==> config.mk <==
export PLATFORM = sky130hd
export DESIGN_NAME = nphm_cell
export DESIGN_NICKNAME = d
export VERILOG_FILES = /design/src/rtl/nearest_palette_halfbrite_match_defines.svh /design/src/rtl/nphm_pkg.sv /design/src/rtl/nphm_cell.sv
export SDC_FILE = /design/constraint.sdc
export NUM_CORES = 1
export LEC_CHECK = 0
export BUFFER_PORTS_ARGS = -buffer_cell sky130_fd_sc_hd__buf_2
export CAP_MARGIN = 25
export CORE_MARGIN = 1
export CORE_UTILIZATION = 63
export CTS_CLUSTER_SIZE = 25
export DETAILED_ROUTE_END_ITERATION = 10
export GPL_TIMING_DRIVEN = 0
export PLACE_DENSITY_LB_ADDON = 0.25
export SLEW_MARGIN = 10
export SYNTH_ARGS = -nofsm -noshare
export SYNTH_HDL_FRONTEND = slang
export SYNTH_SLANG_ARGS = --single-unit
==> constraint.sdc <==
create_clock -name clk -period 22 [get_ports clk]
set_input_delay 6.6 -clock clk [delete_from_list [all_inputs] [get_ports clk]]
set_output_delay 6.6 -clock clk [all_outputs]
set_load 0.02 [all_outputs]
==> src/rtl/nearest_palette_halfbrite_match_defines.svh <==
// ----------------------------------------------------------------------------
// nearest_palette_halfbrite_match_defines.svh
// assertion macros for the palette search rtl
// ----------------------------------------------------------------------------
`ifndef NEAREST_PALETTE_HALFBRITE_MATCH_DEFINES_SVH
`define NEAREST_PALETTE_HALFBRITE_MATCH_DEFINES_SVH

// antecedent this cycle, consequent on the next edge
`define NPHM_ASSERT_NEXT(name, ante, cons) \
    name: assert property (@(posedge clk) disable iff (!rst_n) (ante) |=> (cons)) \
        else $error("nphm check failed");

// signal holds its value on the edge after the condition
`define NPHM_ASSERT_HOLD(name, cond, sig) \
    name: assert property (@(posedge clk) disable iff (!rst_n) (cond) |=> $stable(sig)) \
        else $error("nphm hold check failed");

`endif

==> src/rtl/nphm_pkg.sv <==
// ----------------------------------------------------------------------------
// nphm_pkg
// shared types and codes for the half-brite palette search
// ----------------------------------------------------------------------------
package nphm_pkg;

    // width of the palette slot and result index fields
    localparam int INDEX_BITS = 5;

    typedef enum logic
    {
        OP_LOAD  = 1'b0,
        OP_PIXEL = 1'b1
    } opcode_t;

    // control that travels with each word down the cell chain
    typedef struct packed
    {
        logic valid;
        logic pixel;
    } ctrl_t;

endpackage

==> src/rtl/nphm_cell.sv <==
// ----------------------------------------------------------------------------
// nphm_cell
// one palette entry: holds the colour, scores passing pixels against its
// full and halved colour and forwards the running best
// ----------------------------------------------------------------------------
module nphm_cell #(
    parameter int COMPONENT_BITS = 5,
    parameter int IDX_W          = 5,
    parameter int DIST_W         = 12,
    parameter int CELL_ID        = 0
) (
    input  logic                           clk,
    input  logic                           rst_n,
    input  logic                           adv,
    input  nphm_pkg::ctrl_t                ctrl_in,
    input  logic [nphm_pkg::INDEX_BITS-1:0] entry_in,
    input  logic [COMPONENT_BITS-1:0]      red_in,
    input  logic [COMPONENT_BITS-1:0]      green_in,
    input  logic [COMPONENT_BITS-1:0]      blue_in,
    input  logic [IDX_W-1:0]               best_in,
    input  logic                           half_in,
    input  logic [DIST_W-1:0]              dist_in,
    output nphm_pkg::ctrl_t                ctrl_out,
    output logic [nphm_pkg::INDEX_BITS-1:0] entry_out,
    output logic [COMPONENT_BITS-1:0]      red_out,
    output logic [COMPONENT_BITS-1:0]      green_out,
    output logic [COMPONENT_BITS-1:0]      blue_out,
    output logic [IDX_W-1:0]               best_out,
    output logic                           half_out,
    output logic [DIST_W-1:0]              dist_out
);
    import nphm_pkg::*;

    localparam int C = COMPONENT_BITS;
    localparam logic [IDX_W-1:0] MY_IDX = IDX_W'(CELL_ID);

    // stored palette colour
    logic [C-1:0]        pal_r_reg;
    logic [C-1:0]        pal_g_reg;
    logic [C-1:0]        pal_b_reg;

    // word handed to the next cell
    ctrl_t               ctrl_reg;
    logic [INDEX_BITS-1:0] entry_reg;
    logic [C-1:0]        red_reg;
    logic [C-1:0]        green_reg;
    logic [C-1:0]        blue_reg;
    logic [IDX_W-1:0]    best_reg;
    logic                half_reg;
    logic [DIST_W-1:0]   dist_reg;

    logic                load_hit;
    logic [C-1:0]        hr;
    logic [C-1:0]        hg;
    logic [C-1:0]        hb;
    logic [C-1:0]        ad_fr;
    logic [C-1:0]        ad_fg;
    logic [C-1:0]        ad_fb;
    logic [C-1:0]        ad_hr;
    logic [C-1:0]        ad_hg;
    logic [C-1:0]        ad_hb;
    logic [2*C-1:0]      sq_fr;
    logic [2*C-1:0]      sq_fg;
    logic [2*C-1:0]      sq_fb;
    logic [2*C-1:0]      sq_hr;
    logic [2*C-1:0]      sq_hg;
    logic [2*C-1:0]      sq_hb;
    logic [DIST_W-1:0]   dist_full;
    logic [DIST_W-1:0]   dist_half;
    logic                use_half;
    logic [DIST_W-1:0]   cand_dist;
    logic                take;

    assign load_hit = ctrl_in.valid && (ctrl_in.pixel == OP_LOAD)
                      && (int'(entry_in) == CELL_ID);

    assign hr = pal_r_reg >> 1;
    assign hg = pal_g_reg >> 1;
    assign hb = pal_b_reg >> 1;

    assign ad_fr = (red_in   >= pal_r_reg) ? red_in   - pal_r_reg : pal_r_reg - red_in;
    assign ad_fg = (green_in >= pal_g_reg) ? green_in - pal_g_reg : pal_g_reg - green_in;
    assign ad_fb = (blue_in  >= pal_b_reg) ? blue_in  - pal_b_reg : pal_b_reg - blue_in;
    assign ad_hr = (red_in   >= hr) ? red_in   - hr : hr - red_in;
    assign ad_hg = (green_in >= hg) ? green_in - hg : hg - green_in;
    assign ad_hb = (blue_in  >= hb) ? blue_in  - hb : hb - blue_in;

    assign sq_fr = {{C{1'b0}}, ad_fr} * {{C{1'b0}}, ad_fr};
    assign sq_fg = {{C{1'b0}}, ad_fg} * {{C{1'b0}}, ad_fg};
    assign sq_fb = {{C{1'b0}}, ad_fb} * {{C{1'b0}}, ad_fb};
    assign sq_hr = {{C{1'b0}}, ad_hr} * {{C{1'b0}}, ad_hr};
    assign sq_hg = {{C{1'b0}}, ad_hg} * {{C{1'b0}}, ad_hg};
    assign sq_hb = {{C{1'b0}}, ad_hb} * {{C{1'b0}}, ad_hb};

    assign dist_full = DIST_W'(sq_fr) + DIST_W'(sq_fg) + DIST_W'(sq_fb);
    assign dist_half = DIST_W'(sq_hr) + DIST_W'(sq_hg) + DIST_W'(sq_hb);

    // full colour is checked first, so half only wins when strictly closer
    assign use_half  = dist_half < dist_full;
    assign cand_dist = use_half ? dist_half : dist_full;
    // entry 0 always seeds the running best
    assign take      = (CELL_ID == 0) || (cand_dist < dist_in);

    always_ff @(posedge clk or negedge rst_n)
    begin
        if (!rst_n)
        begin
            pal_r_reg <= '0;
            pal_g_reg <= '0;
            pal_b_reg <= '0;
            ctrl_reg  <= '0;
        end
        else if (adv)
        begin
            ctrl_reg <= ctrl_in;
            if (load_hit)
            begin
                pal_r_reg <= red_in;
                pal_g_reg <= green_in;
                pal_b_reg <= blue_in;
            end
        end
    end

    always_ff @(posedge clk)
    begin
        if (adv)
        begin
            entry_reg <= entry_in;
            red_reg   <= red_in;
            green_reg <= green_in;
            blue_reg  <= blue_in;
            best_reg  <= take ? MY_IDX : best_in;
            half_reg  <= take ? use_half : half_in;
            dist_reg  <= take ? cand_dist : dist_in;
        end
    end

    assign ctrl_out  = ctrl_reg;
    assign entry_out = entry_reg;
    assign red_out   = red_reg;
    assign green_out = green_reg;
    assign blue_out  = blue_reg;
    assign best_out  = best_reg;
    assign half_out  = half_reg;
    assign dist_out  = dist_reg;

endmodule

[Yosys cells after proc, flatten, opt, wreduce, memory -nomap -nowiden]
Cells that the tools add are included.
Word-level totals
  bits of input ports: 43
  latch bits: 0
  memories kept: 0
  RAM bits: 0
  bits in read-only memories: 0
  output and inout bits: 40
  register bits after elaboration: 50
Cells by class
  bitwise operators: 1
  $mul: 6
  magnitude comparators: 7
  div/mod/pow operators: 0
  multiplexer cells: 7
  shift-type cells: 0
  equality and inequality tests: 0
  reduce and logical (&&, ||, !) cells: 4
  $add $sub $neg: 16
Operators by type and width (count)
  $mul 5x5->10: 6
  $mux 5: 6
  $sub 5x5->5: 6
  $add 11x10->12: 2
  $add 10x10->11: 2
  $ge 5x4->1: 3
  $ge 5x5->1: 3
  $sub 4x5->5: 3
  $sub 5x4->5: 3
  $lt 12x12->1: 1
  $mux 12: 1
  $logic_not 5->1: 1
  $logic_and 1x1->1: 2
  $reduce_and 2->1: 1
  $not 1->1: 1

[Logic depth before layout (Yosys ltp)]
  depth in word-level cells: 7
  mapped depth: 35
  gate-level depth less buffers: 34

[Worst setup path after synthesis]
OpenSTA, ideal clock, no wires.
  path type: input -> register
  from: input port green_in[1]
  to: register dist_reg[9] (netlist: dist_out[9]), data pin
  buffers on the path: 1
  arrival time: 14.581 ns
  stages on the path: 33
  slack: 7.159 ns
  cell sequence: inv_1 ha_1 nor2b_1 o31a_1 o31a_1 nor2_1 mux2i_1 nor2b_1 fa_1 fa_1 inv_1 fa_1 inv_1 fa_1 inv_1 fa_1 fa_1 inv_1 fa_1 a21o_1 a21o_1 a21oi_1 o21bai_1 xor2_1 inv_1 ha_1 a21o_1 a21o_1 a21oi_1 o21ai_0 nor2_1 buf_2 mux2_2
Between the ends
  longest elaborated chain between the ends: 7
  elaborated cells on any way between the ends: 16
  classes of those cells: add/sub (8); mul (2); order compare (3); mux (3)
Ends and longest elaborated chain
  from (decl): RTL line nphm_cell.sv:18  | input logic [COMPONENT_BITS-1:0] green_in,
  $sub 4x5->5, or another cell as far along: RTL line nphm_cell.sv:85  | assign ad_hg = (green_in >= hg) ? green_in - hg : hg - green_in;
  $mux 5, on equally long branches: RTL line nphm_cell.sv:85, nphm_cell.sv:82
  $mul 5x5->10, on equally long branches: RTL line nphm_cell.sv:92, nphm_cell.sv:89
  $add 10x10->11, on equally long branches: RTL line nphm_cell.sv:96, nphm_cell.sv:95
  $add 11x10->12, on equally long branches: RTL line nphm_cell.sv:96, nphm_cell.sv:95
  $lt 12x12->1 *: RTL line nphm_cell.sv:99  | assign use_half = dist_half < dist_full;
  named net use_half: RTL line nphm_cell.sv:70  | logic use_half;
  $mux 12 *: RTL line nphm_cell.sv:100  | assign cand_dist = use_half ? dist_half : dist_full;
  named net cand_dist[9]: RTL line nphm_cell.sv:71  | logic [DIST_W-1:0] cand_dist;
  to (signal assigned): RTL line nphm_cell.sv:135  | dist_reg <= take ? cand_dist : dist_in;
  to (decl): RTL line nphm_cell.sv:50  | logic [DIST_W-1:0] dist_reg;
The timed path passes the listed nets; every way through them passes the cells marked *.
A chain may end at the register's enable or synchronous reset.

[Worst setup path after layout]
Same ends and word-level chain as after synthesis.

==> key figures <==
Routing
  – Vias: 6,012
  – DR pass1 iterations: 5
  – Iteration-0 DRC count of the detailed router: 338
  – Via-per-instance ratio: 5.603
  – Routed WL per cell: between 15 and 20 microns
  – DRC: 0
  – Antenna viol nets, final: 0
  – DRT Wirelength: 17,060 microns

Yosys
  – Post-synthesis mux area share: 4.587%
  – Post-Syn Area: 0.008020 sq mm
  – Syn Area/Cell: 9.617 sq um
  – Post-synth top flop: edfxtp_1
  – EDFF count, synth: 33
  – Synth top cells by count: inv_1 (181), ha_1 (130), fa_1 (92)
  – Ys async rst share: 34.00%
  – Simple-gate share of the synthesized area: 9.251%
  – Count leader, synth: inv_1
  – Syn. warnings: 0
  – XOR/XNOR share of the synthesized area: 2.730%
  – Sequential share of the synthesized area: 17.66%
  – Synth Instances: 834
  – Post-synthesis adder-cell area fraction: 43.24%
  – Top cell type's share of synthesized area: 22.96%
  – Synth Area in Compound Gates: 12.93%
  – Distinct cells, synth: 62
  – Synth Register Bits: 50
  – Dominant cells by area after synthesis: fa_1 (23%), ha_1 (20%), edfxtp_1 (12%), inv_1 (8.5%), dfrtp_1 (5.3%)
  – Largest family of logic cells by synthesized area: adder cells
  – Yosys top cell by area: fa_1

Worst setup path
  – Worst path slowest cell: mux2i_1
  – Crit path required time: between 20 and 25 ns
  – FF-to-FF setup slack: 12.51 ns
  – FF-to-FF path depth: 33
  – Startpoint types: input pin
  – Largest stage delay, worst path: 0.69 ns
  – Crit path buffers/inverters: 8
  – Worst Setup End Kind: flop
  – CP Class: input pin to flop
  – R2r endpoint: dist_out[9]
  – CP dominant cell by count: fa_1
  – Crit path DAT: 15.76 ns
  – Worst R2R Start: pal_g_reg[2]
  – Max FO, Critical Path: 10
  – Family with the most delay on the worst path: adder cells

Timing
  – Final Skew: 0.007813 ns
  – Worst hold slack: 0.5040 ns
  – Setup TNS: 0 ns
  – Final Hold Fails: 0
  – # setup viols final: 0
  – Fin crit period: 15.71 ns
  – Final Max Tran Viols: 0
  – Rel. slew slack: 35.97%
  – RSZ-0062 raised after global routing: false
  – Tcrit/Tclk final: 71.41%
  – Fmax achieved: 63.65 MHz
  – PnR worst setup slack: 6.289 ns
  – Worst-Margin Slew: between 0.9 and 1 ns

Global route
  – GRT overflow: 0
  – Largest net degree at the start of global routing: 37
  – GRT Resource Usage Total: 28.22%
  – Vias in the first global route: between 6k and 7k
  – Initial antenna violation count: 0
  – First-pass GRT wire length: 29,240 microns

Place
  – Placed Cells: 1,065
  – DP HPWL: 14,530 microns
  – Setup slack after placement: between 6 and 7 ns
  – PortBufs: 59
  – Gpl congestion: 0.9035

Clocking
  – CTS root buf: clkbuf_16
  – Post-CTS sizing: 0
  – Post-CTS Hold Fix Bufs: 0
  – TritonCTS clock tree: yes
  – Total CTS buffers: 5
  – CTS clock-pin slew for the worst setup and hold paths: roughly 0.070 ns
  – Later-pin clock latency in the skew report: approximately 0.30 ns
  – Clock Path Buffers: 2
  – Setup bufs post-CTS: 0
  – H-Tree Depth: 2
  – Clock sinks: 50

Die
  – Initial Util: 65.68%
  – Die Height: 114.8 microns
  – Die width: 114.8 microns
  – FP Rows: 40
  – Ports: 83
  – Core Footprint: 0.01221 sq mm
  – DIE AREA: around 0.013 sq mm

Cells and area
  – Ant diodes: 0
  – Nets: roughly 1.2k
  – Cell Count, Final, Fillers Out: 1,073
  – Fill cell count: a little under 1k
  – P&R area growth vs syn: 8.502%
  – Largest register FFs: 12
  – Layout cells sized above 1: 11.82%

Run
  – Max-cap viol count: 0

Run status
  – Run status: finished clean

Hold path
  – Hold EP: ctrl_out[0]
  – Worst Hold Class: flop to flop
  – Hold path startpoint: ctrl_out[0]
  – Hold Path Cell Cnt: 1
cell families after synthesis:
kind of cell / Yosys count
adder cells (fa/ha/maj): 222
multiplexers: 35
XOR/XNOR: 25
AO/OA/AOI/OAI: 154
flip-flops: 50
buffers and inverters: 197
other: 1
AND/OR/NAND/NOR: 150
area by class of cell:
type | instances | area [sq um] | share of cell area (%)
sequential | 50 | 1416 | 16.28
buffer | 16 | 86.33 | 0.9921
inverter | 181 | 679.4 | 7.807
clock inverter | 1 | 7.507 | 0.08627
multi-input combinational | 591 | 5853 | 67.26
clock buffer | 7 | 153.9 | 1.769
tap | 168 | 210.2 | 2.416
timing repair buffer | 59 | 295.3 | 3.393
metrics by stage:
stage	utilization [%]	cell area (sq um)
final	71.26	8702
after global routing	71.26	8702
after CTS	71.26	8702
after detailed placement	69.94	8541
after global placement	69.94	8541
after floorplan	-	8035
layer usage:
metal | part of all wire, % | track usage, % | vias up
met1 | 43 | 36.81 | 2959
li1 | - | - | 2877
met4 | 1.6 | 7.446 | 0
met5 | 0 | 0 | -
met2 | 50 | 50.06 | 154
met3 | 4.9 | 3.268 | 22
placed cells by master, fill, tap and decap left out, drive strengths merged, types with 24 or more instances in the layout:
cell type,count
a21oi,37
a21o,24
ha,130
nand2,33
edfxtp,33
o21ai,28
nor2,51
buf,68
fa,92
inv,181
how the worst max path moves through the flow:
stage,start,to,slack [ns],cells past startpoint
after global routing,green_in[1],dist_out[9],5.66,34
after global placement,green_in[1],dist_out[9],6.08,34
final,green_in[1],dist_out[9],6.29,34
after floorplan,green_in[1],dist_out[9],7.16,33
after CTS,green_in[1],dist_out[9],6.29,34
after detailed placement,green_in[1],dist_out[9],6.01,34
Power is left out: the tool's default activity adds up to more than one toggle a clock period on the data nets, which glitch-free logic cannot reach.
